$ cat src/rtl/sust_pkg.sv
`timescale 1ns / 1ps
`default_nettype none
package sust_pkg;
	localparam int CAPACITY_DEF = 256;
	localparam int KEY_BITS_DEF = 32;
	localparam int OP_W = 3;
	localparam int KEY_W = 32;
	localparam int POS_W = 8;
	localparam int STATUS_W = 3;
	localparam int SLOT_W = 8;
	localparam int ENTRIES_W = 9;

	localparam logic [OP_W-1:0] OP_FIND = 3'd0;
	localparam logic [OP_W-1:0] OP_ADD = 3'd1;
	localparam logic [OP_W-1:0] OP_UPDATE = 3'd2;
	localparam logic [OP_W-1:0] OP_DEL_KEY = 3'd3;
	localparam logic [OP_W-1:0] OP_DEL_POS = 3'd4;
	localparam logic [OP_W-1:0] OP_CLEAR = 3'd5;

	localparam logic [STATUS_W-1:0] ST_OK = 3'd0;
	localparam logic [STATUS_W-1:0] ST_NOT_FOUND = 3'd1;
	localparam logic [STATUS_W-1:0] ST_DUPLICATE = 3'd2;
	localparam logic [STATUS_W-1:0] ST_FULL = 3'd3;
	localparam logic [STATUS_W-1:0] ST_BAD_POS = 3'd4;

	// controller -> datapath
	typedef struct packed {
		logic load;       // capture request
		logic srch_init;  // reset search bounds
		logic probe_rd;   // issue read at mid
		logic probe_upd;  // apply compare to bounds
		logic hit_rd;     // read at lo for hit check
		logic hit_chk;    // latch hit
		logic mv_init_up; // set move pointer for insert
		logic mv_init_dn; // set move pointer for delete
		logic mv_rd;      // read source entry
		logic mv_wr;      // write moved entry, step pointer
		logic ins_wr;     // write new key at lo
		logic cnt_inc;
		logic cnt_dec;
		logic cnt_clr;
		logic res_load;
		logic [STATUS_W-1:0] res_status;
		logic res_slot_pos; // slot from position field, else from lo
	} sust_cmd_t;

	// datapath -> controller
	typedef struct packed {
		logic [OP_W-1:0] op;
		logic srch_done;
		logic hit;
		logic full;
		logic pos_bad;
		logic mv_up_done;
		logic mv_dn_done;
	} sust_sts_t;
endpackage
`default_nettype wire

$ cat src/rtl/sust_ctrl.sv
`timescale 1ns / 1ps
`default_nettype none
module sust_ctrl (
	input  wire logic                clk,
	input  wire logic                arst_n,
	input  wire logic                req_valid,
	output logic                     req_ready,
	output logic                     rsp_valid,
	input  wire logic                rsp_ready,
	input  wire sust_pkg::sust_sts_t sts,
	output sust_pkg::sust_cmd_t      cmd
);
	import sust_pkg::*;
	localparam logic [3:0] S_IDLE = 4'd0, S_DISP = 4'd1, S_PROBE = 4'd2,
		S_PUPD = 4'd3, S_HRD = 4'd4, S_HCHK = 4'd5, S_DEC = 4'd6,
		S_MRD = 4'd7, S_MWR = 4'd8, S_INS = 4'd9, S_RESP = 4'd10,
		S_SRCH = 4'd11;

	logic [3:0] state_q, state_d;
	logic busy_ok;

	// result buffer is free when nothing is pending or it is being taken
	assign busy_ok = !rsp_valid || rsp_ready;
	assign req_ready = (state_q == S_IDLE);

	always_comb begin
		cmd = '0;
		state_d = state_q;
		case (state_q)
			S_IDLE: if (req_valid) begin
				cmd.load = 1'b1;
				state_d = S_DISP;
			end
			S_DISP: begin
				cmd.srch_init = 1'b1;
				case (sts.op)
					OP_FIND, OP_ADD, OP_UPDATE, OP_DEL_KEY: state_d = S_SRCH;
					OP_DEL_POS: if (sts.pos_bad) begin
						cmd.res_status = ST_BAD_POS;
						state_d = S_RESP;
					end else begin
						cmd.mv_init_dn = 1'b1;
						state_d = S_MRD;
					end
					OP_CLEAR: begin
						cmd.cnt_clr = 1'b1;
						state_d = S_RESP;
					end
					default: state_d = S_RESP;
				endcase
			end
			S_SRCH: state_d = sts.srch_done ? S_HRD : S_PROBE;
			S_PROBE: begin
				cmd.probe_rd = 1'b1;
				state_d = S_PUPD;
			end
			S_PUPD: begin
				cmd.probe_upd = 1'b1;
				state_d = S_SRCH;
			end
			S_HRD: begin
				cmd.hit_rd = 1'b1;
				state_d = S_HCHK;
			end
			S_HCHK: begin
				cmd.hit_chk = 1'b1;
				state_d = S_DEC;
			end
			S_DEC: begin
				state_d = S_RESP;
				case (sts.op)
					OP_ADD: if (sts.hit) cmd.res_status = ST_DUPLICATE;
					else if (sts.full) cmd.res_status = ST_FULL;
					else begin
						cmd.mv_init_up = 1'b1;
						state_d = S_MRD;
					end
					OP_DEL_KEY: if (!sts.hit) cmd.res_status = ST_NOT_FOUND;
					else begin
						cmd.mv_init_dn = 1'b1;
						state_d = S_MRD;
					end
					default: if (!sts.hit) cmd.res_status = ST_NOT_FOUND;
				endcase
			end
			S_MRD: begin
				if (sts.op == OP_ADD ? sts.mv_up_done : sts.mv_dn_done) begin
					state_d = S_INS;
				end else begin
					cmd.mv_rd = 1'b1;
					state_d = S_MWR;
				end
			end
			S_MWR: begin
				cmd.mv_wr = 1'b1;
				state_d = S_MRD;
			end
			S_INS: begin
				if (sts.op == OP_ADD) begin
					cmd.ins_wr = 1'b1;
					cmd.cnt_inc = 1'b1;
				end else begin
					cmd.cnt_dec = 1'b1;
				end
				state_d = S_RESP;
			end
			S_RESP: if (busy_ok) begin
				cmd.res_load = 1'b1;
				state_d = S_IDLE;
			end
			default: state_d = S_IDLE;
		endcase
		// status chosen on the way into S_RESP is held in status_q of the top level
		cmd.res_slot_pos = (sts.op == OP_DEL_POS);
	end

	always_ff @(posedge clk or negedge arst_n) begin
		if (!arst_n) begin
			state_q <= S_IDLE;
			rsp_valid <= 1'b0;
		end else begin
			state_q <= state_d;
			if (cmd.res_load) rsp_valid <= 1'b1;
			else if (rsp_ready) rsp_valid <= 1'b0;
		end
	end
endmodule
`default_nettype wire

$ cat config.mk
export PLATFORM = sky130hd
export DESIGN_NAME = sust_ctrl
export DESIGN_NICKNAME = d
export VERILOG_FILES = /design/src/rtl/sust_pkg.sv /design/src/rtl/sust_ctrl.sv
export SDC_FILE = /design/constraint.sdc
export NUM_CORES = 1
export LEC_CHECK = 0
export BUFFER_PORTS_ARGS = -buffer_cell sky130_fd_sc_hd__buf_2
export CAP_MARGIN = 10
export CORE_MARGIN = 4
export CORE_UTILIZATION = 42
export CTS_BUF_LIST = sky130_fd_sc_hd__clkbuf_4 sky130_fd_sc_hd__clkbuf_8 sky130_fd_sc_hd__clkbuf_16
export DETAILED_ROUTE_END_ITERATION = 12
export GPL_ROUTABILITY_DRIVEN = 1
export PLACE_DENSITY = 0.81
export SYNTH_ARGS = -nofsm -noshare
export SYNTH_HDL_FRONTEND = slang
export SYNTH_SLANG_ARGS = --single-unit
$ cat constraint.sdc
create_clock -name clk -period 1.5 [get_ports clk]
set_input_delay 0.15 -clock clk [delete_from_list [all_inputs] [get_ports clk]]
set_output_delay 0.15 -clock clk [all_outputs]
set_load 0.01 [all_outputs]
Word level (Yosys, flattened, before mapping)
Cells that the tools add are included.
{"block": "totals", "ff_bits": 5, "inputBits": 13}
{"block": "classes", "muxes": 47, "n_reduce_logical": 7, "eq_ne": 18}
{"op": "$pmux 4 s12", "count": 1}
{"op": "$mux 1", "count": 28}
{"op": "$mux 4", "count": 6}
{"op": "$eq 4x3->1 const B", "count": 4}
{"op": "$eq 4x4->1 const B", "count": 4}
{"op": "$pmux 4 s2", "count": 2}
{"op": "$mux 3", "count": 4}
{"op": "$eq 4x2->1 const B", "count": 2}
{"op": "$mux 2", "count": 4}
{"op": "$eq 3x2->1 const B", "count": 2}
{"op": "$eq 3x3->1 const B", "count": 2}
{"op": "$pmux 3 s2", "count": 1}
{"op": "$eq 4x1->1 const B", "count": 1}
{"op": "$logic_not 4->1", "count": 1}
{"op": "$ne 2x2->1 const B", "count": 2}
{"op": "$reduce_or 4->1", "count": 1}
{"op": "$eq 3x1->1 const B", "count": 1}
{"op": "$logic_not 3->1", "count": 1}
{"op": "$pmux 1 s2", "count": 1}
{"op": "$reduce_and 2->1", "count": 1}
{"op": "$reduce_bool 2->1", "count": 1}
{"op": "$logic_not 1->1", "count": 1}
{"op": "$logic_or 1x1->1", "count": 1}

Longest topological paths before layout
Gate-level depths: netlist of the first run.
{"block": "depth", "depth_word": 5, "ltp_mapped": 5, "depth_no_buf": 4}

Least setup slack after synthesis of the first run
No wires, ideal clock.
{"block": "synth_timing", "kind": "reg-to-output", "startpoint": "reg state_q[1]", "endpoint": "out cmd[18] (netlist bit)", "required_ns": 1.350, "t_arrival_ns": 1.416, "path_buffers": 2, "slack_ns": -0.066, "path_stages_with_launch": 5, "cell_sequence": "dfrtp_1 buf_6 clkbuf_1 nor4_1 and2_1"}
{"element": "start, declared", "line": "sust_ctrl.sv:19", "text": "logic [3:0] state_q, state_d;"}
{"element": "start signal, assigned", "line": "sust_ctrl.sv:122", "text": "state_q <= state_d;"}
{"element": "end, declared", "line": "sust_ctrl.sv:11", "text": "output sust_pkg::sust_cmd_t cmd"}

==> qor.yml, run 1 <==
logic_synthesis:
  yosysTopAreaCell: "dfrtp_1"
  synth_compound_area_share_pct: 13.6
  synth.area.mux_share_pct: 3.31
  synth_top_family_by_area: "simple AND/OR/NAND/NOR gates"
  async_flop_share_pct: 100
  synthCells: 75
  synthAdderAreaFrac_pct: 0
  syn_area_per_cell_um2: 8.07
  ys_warn_count: 0
  synthSimpleGateAreaFrac_pct: 53.7
  syn_nets: 88
  ys.flop_type: "dfrtp_1"
  synth_xor_area_share_pct: 0
  synth_seq_cells: 5
  synth.area.top_cells: "dfrtp_1, nor3_1, nand4bb_4, a21oi_1, buf_4"
  syn_area_um2: 606
  synth-edff-count: 0
  synth_cell_types: 34
  yosysSeqAreaShare_pct: 20.7
  netlist.area_leader.share_pct: 20.7
floorplan:
  io_pins: 34
  start_util_pct: 45.4
  num_rows: 13
  dieArea_um2: 2110
  die_w_um: 46.0
  core_area_um2: 1330
  fp.dieH_um: 46.0
pwr:
  share_comb_of_total_power_pct: 70.6
  clock_power_share_pct: 11.4
  seq_power_share_pct: 18.0
  swShare_pct: 45.4
  p_leak_nw: 0.490
  p_int_uw: 900
  powerDensity_nw_per_um2: 1580
  p_sw_uw: 747
  peakVddDrop_mv: 0.727
grt:
  use_met1_pct: 27.7
  grt_start_max_net_pins: 12
  overflow: 0
  busiest_layer: "met2"
  antenna_found_initial: 0
  grt_pass1_wl_um: 3470
  met2_usage_pct: 40.9
  grtUsageMet3_pct: 5.14
  grt_use_total_pct: 23.1
  grt_pass1_vias: 739
route:
  postRouteAntennaNets: 0
  dr.pass1.iters: 4
  post-route-drc-count: 0
  avgViaCountPerCell: 5.96
  dr_total_vias: 822
  wirelength_um: 2310
  wl_per_cell_um: 16.7
  drt-initial-drc-count: 22
critical_path:
  worst-r2r-cell-count: 6
  timing.reg2reg.setup_slack_ns: -0.04
  worstPathArrival_ns: 1.57
  rr_endpoint: "state_q[0]$_DFFE_PN0P_"
  critPathMaxFanout: 4
  cp.required_ns: 1.35
  start_kind: "flip-flop"
  crit_start: "state_q[2]$_DFFE_PN0P_"
  r2r_start: "state_q[2]$_DFFE_PN0P_"
  cp-end-kind: "output port"
  criticalPathCategory: "reg2out"
placed_design:
  place_ws_ns: 0.0215
  io_buffers: 33
  hpwl_um: 1430
  gp_congestion: 0.822
  placed_area_um2: 832
status:
  outcome: "complete, but fails checks"
  violations: "setup timing"
cells_and_area:
  diodes: 0
  syn2layout_area_growth_pct: 72.7
  final_cell_mix: "buf_2, buf_4, buf_6"
  nets: 137
  layout_commonest_cell: "buf_2"
  drive_gt1_share_pct: 63.4
  final_area_um2: 1050
  post-route-util_pct: 78.4
cts:
  cts-root-buf: "clkbuf_4"
  cts_tree: "done"
  cts.sinks: 5
  cts_made_buffers: 3
  clkTransAtPathRegs_ns: 0.06
  clock_latency_ns: 0.26
  htree_num_levels: 1
  cts_buffer_depth: 2
sta:
  tightest_slew_ns: 0.407
  period_share_pct: 115
  post-route-min-period_ns: 1.72
  slew_headroom_pct: 72.8
  maxSlewViolCount: 0
  hold_violations: 0
  rsz0062_at_grt: "true"
  finalClockSkew_ns: 0.0171
  setup_ws_ns: -0.220
  setup_viol_count_final: 12
  maxClockFrequency_ghz: 0.581
run:
  maxCapViolCount: 0
min_path:
  min_path_type: "in2async"
[Yosys cell counts, types with 3 or more instances]
cell      count
nor4_1        3
buf_4         3
nor2_1        6
and3_1        3
nand2b_1      3
or3_1         3
nand2_1       6
nor3_1        9
dfrtp_1       5
a21oi_1       5
[flip-flops by register name, indices dropped and copies added (netlist names)]
register / flops
state_q: 4
rsp_valid: 1
[worst max-delay path, stage by stage (launching register included)]
cell and delay [ns]:
dfrtp_1 0.43, buf_6 0.15, nor4b_4 0.29, and3_4 0.25, or2_4 0.12, buf_6 0.09
[area by class of cell]
class,count,area (µm²)
multi-input cells,63,532
repair buffers,51,337
fillers,89,288
flip-flops and latches,5,129
clock buffers,4,30.0
well taps,15,18.8
[logic make-up after synthesis]
logic type             after synthesis
AOI/OAI and AO/OA                   12
buffers and inverters                7
DFF                                  5
muxes                                2
and+or+nand+nor                     49
[through the flow]
stage	hold WS (ns)	cells	power, mW	setup TNS (ns)
after detailed placement	-0.0240	127	1.13	0
after global placement	-0.0334	127	1.12	0
final	0.238	138	1.65	-1.57
after CTS	0.249	137	1.50	-0.999
after global routing	0.261	138	1.76	-2.52
after floorplan	-0.146	75	0.865	0
[power by group through the flow]
stage                     Sequential (mW)  Combinational [mW]  Clock [mW]
after floorplan                     0.233               0.632           0
after global placement              0.286               0.830           0
after detailed placement            0.290               0.843           0
after CTS                           0.287                1.03       0.183
after global routing                0.301                1.26       0.202
final                               0.296                1.16       0.188
[metal layers]
| metal | routed length, µm | vias to the layer above | share of wire, % |
|---|---|---|---|
| met5 | 0 | - | 0 |
| met4 | 35 | 0 | 1.5 |
| met3 | 140 | 6 | 6.1 |
| met2 | 1200 | 41 | 52 |
| met1 | 927 | 397 | 40 |
| li1 | - | 378 | - |
[how the worst max path moves through the flow]
stage                         end  slack (ns)  cells after the start
after CTS                 cmd[12]       -0.16                      4
final                     cmd[11]       -0.22                      5
after detailed placement  cmd[12]        0.02                      4
after floorplan           cmd[12]       0.008                      4
after global routing      cmd[11]       -0.25                      5
after global placement     cmd[4]        0.05                      4
[repair_timing]
item	CTS	global route
pin swaps	3	5
setup endpoints to repair	16	18
hold buffers	1	0
hold endpoints to repair	5	0
setup buffers	5	2
resized for setup	14	12
Power figures use the tool's default switching activity.
==> inputs of run 2 (changes only) <==
--- a/config.mk
+++ b/config.mk
@@ -8,11 +8,11 @@
 export BUFFER_PORTS_ARGS = -buffer_cell sky130_fd_sc_hd__buf_2
 export CAP_MARGIN = 10
 export CORE_MARGIN = 4
-export CORE_UTILIZATION = 42
+export CORE_UTILIZATION = 35
 export CTS_BUF_LIST = sky130_fd_sc_hd__clkbuf_4 sky130_fd_sc_hd__clkbuf_8 sky130_fd_sc_hd__clkbuf_16
 export DETAILED_ROUTE_END_ITERATION = 12
 export GPL_ROUTABILITY_DRIVEN = 1
-export PLACE_DENSITY = 0.81
+export PLACE_DENSITY = 0.7
 export SYNTH_ARGS = -nofsm -noshare
 export SYNTH_HDL_FRONTEND = slang
 export SYNTH_SLANG_ARGS = --single-unit
==> constraint.sdc (replaced) <==
create_clock -name clk -period 1.5 [get_ports clk]
set_input_delay 0.225 -clock clk [delete_from_list [all_inputs] [get_ports clk]]
set_output_delay 0.225 -clock clk [all_outputs]
set_load 0.01 [all_outputs]
==> qor.yml, run 2 (synthesis gave the netlist of run 1 again) <==
cells_and_area:
  largest_reg_flops: 4  # unchanged
  drive_gt1_share_pct: 68.7  # +5.3 points
  diodes: 0  # unchanged
  top_regs: "state_q x4, rsp_valid x1"
  layout_commonest_cell: "buf_2"
  syn2layout_area_growth_pct: 93.0
  fill_cells: 110  # +24%
  multi_input_comb_area_um2: 559  # +5.2%
  nets: 145  # +5.8%
  post-route-util_pct: 74.1  # -4.3 points
  seqCellArea_um2: 129  # unchanged
  regMostFlops: "state_q"
  final_cell_mix: "buf_2, buf_6, buf_4"
cts:
  htree_num_levels: 1  # unchanged
  cts-root-buf: "clkbuf_4"
  clock_latency_ns: 0.25  # about the same
  clkTransAtPathRegs_ns: 0.05  # about the same
  cts_made_buffers: 3  # unchanged
  cts.sinks: 5  # unchanged
  cts_tree: "done"
  cts_buffer_depth: 2  # unchanged
pwr:
  clock_power_share_pct: 9.4  # -2.0 points
  swShare_pct: 42.8  # -2.5 points
  peakVddDrop_mv: 1.08  # +49%
  powerDensity_nw_per_um2: 1620  # +2.8%
  p_sw_uw: 810  # +8.4%
  seq_power_share_pct: 15.6  # -2.4 points
  share_comb_of_total_power_pct: 75.0  # +4.4 points
  p_leak_nw: 0.543  # +11%
  p_int_mw: 1.08  # +20%
placed_design:
  hpwl_um: 1480  # +3.2%
  io_buffers: 33  # unchanged
  gp_congestion: 0.844  # +2.8%
  place_ws_ns: -0.0247  # -0.0462 ns
route:
  dr_total_vias: 791  # -3.8%
  dr.pass1.iters: 4  # unchanged
  wirelength_um: 2230  # -3.4%
  avgViaCountPerCell: 5.38  # -9.7%
  drt-initial-drc-count: 15  # -32%
  post-route-drc-count: 0  # unchanged
  postRouteAntennaNets: 0  # unchanged
  wl_per_cell_um: 15.1  # -9.3%
floorplan:
  die_w_um: 49.6  # +7.9%
  fp.dieH_um: 49.6  # +7.9%
  core_area_um2: 1580  # +18%
  io_pins: 34  # unchanged
  dieArea_um2: 2460  # +16%
  num_rows: 14  # +1
  start_util_pct: 38.4  # -7.0 points
grt:
  overflow: 0  # unchanged
  grt_pass1_wl_um: 3390  # -2.4%
  grt_start_max_net_pins: 12  # unchanged
  grt_use_total_pct: 17.6  # -5.5 points
  grt_pass1_vias: 739  # unchanged
  antenna_found_initial: 0  # unchanged
sta:
  setup_viol_count_final: 18  # +6
  maxClockFrequency_ghz: 0.569  # -2.1%
  hold_violations: 0  # unchanged
  finalClockSkew_ns: 0.00605  # -0.0110 ns
  tightest_slew_ns: 0.404  # -0.00312 ns
  setup_ws_ns: -0.256  # -0.0361 ns
  slew_headroom_pct: 73.0  # +0.21 points
  maxSlewViolCount: 0  # unchanged
  period_share_pct: 117  # +2.4 points
  rsz0062_at_grt: "true"
  post-route-min-period_ns: 1.76  # +0.0361 ns
critical_path:
  cp-end-kind: "output port"
  crit_chain: "nand4bb_4, or3_4, nor3_2, buf_2"
  criticalPathCategory: "reg2out"
  cpMaxStageDelayCell: "dfrtp_1"
  cp.required_ns: 1.27  # -0.08 ns
  crit_buf_inv: 1  # -1
  cp_top_family: "simple AND/OR/NAND/NOR gates"
  worstPathArrival_ns: 1.53  # -0.04 ns
  critPathMaxFanout: 4  # unchanged
  start_kind: "flip-flop"
  slowest_delay_ns: 0.42  # about the same
status:
  violations: "setup timing"
  outcome: "complete, but fails checks"
run:
  maxCapViolCount: 0  # unchanged
min_path:
  min_path_type: "in2async"
==> run 2: changes by cell type in the layout (fill, tap and decap cells not counted), sizes merged <==
cell / previous run / this run
buf: 50 / 58
==> run 2: power groups by stage <==
stage               logic [mW]  clock network [mW]  registers [mW]
floorplan                0.636                   0           0.233
CTS                       1.21               0.178           0.288
detailed placement       0.886                   0           0.285
finish                    1.42               0.178           0.295
global route              1.52               0.197           0.302
global placement         0.875                   0           0.281
==> run 2: per-stage QoR <==
step	TNS [ns]	total power, mW	hold slack, ns	cells	instance area, µm²
3_3_place_gp	0	1.16	0.0438	131	863
4_1_cts	-1.81	1.68	0.323	143	1070
3_5_place_dp	-0.0455	1.17	0.0459	131	863
5_1_grt	-4.00	2.02	0.318	147	1170
6_report	-2.64	1.89	0.322	147	1170
2_1_floorplan	-0.0338	0.870	-0.0706	75	626
==> run 2: layout make-up <==
type / instances / area share (%)
sequential: 5 / 11.0
multi-input combinational: 63 / 47.9
clock buffer: 4 / 2.57
timing repair buffer: 59 / 36.8
tap: 16 / 1.71
==> run 2: worst paths after layout <==
path | start | to | slack (ns) | cells after the start
max | state_q[0]$_DFFE_PN0P_ | cmd[12] | -0.26 | 4
min | arst_n | state_q[0]$_DFFE_PN0P_ | 0.32 | 2
max reg2reg | state_q[0]$_DFFE_PN0P_ | state_q[0]$_DFFE_PN0P_ | -0.05 | 6
min reg2reg | rsp_valid$_DFFE_PN0P_ | rsp_valid$_DFFE_PN0P_ | 0.57 | 2
max in group asynchronous | arst_n | state_q[1]$_DFFE_PN0P_ | 1.02 | 2
min in group clk | sts[5] | state_q[2]$_DFFE_PN0P_ | 0.33 | 3
==> run 2: layer usage <==
| metal | GRT usage (%) | vias to the layer above | wire (µm) |
|---|---|---|---|
| met5 | 0 | - | 0 |
| met4 | 7.37 | 0 | 46 |
| met3 | 2.41 | 6 | 86 |
| met2 | 31.5 | 32 | 1190 |
| met1 | 20.7 | 365 | 902 |
| li1 | - | 388 | - |
==> run 2: timing repair <==
item	CTS	global route
endpoints found under the setup margin	19	20
resized for setup	25	14
hold endpoints to repair	5	0
setup buffers	8	5
pin swaps	6	9
hold buffers	1	0
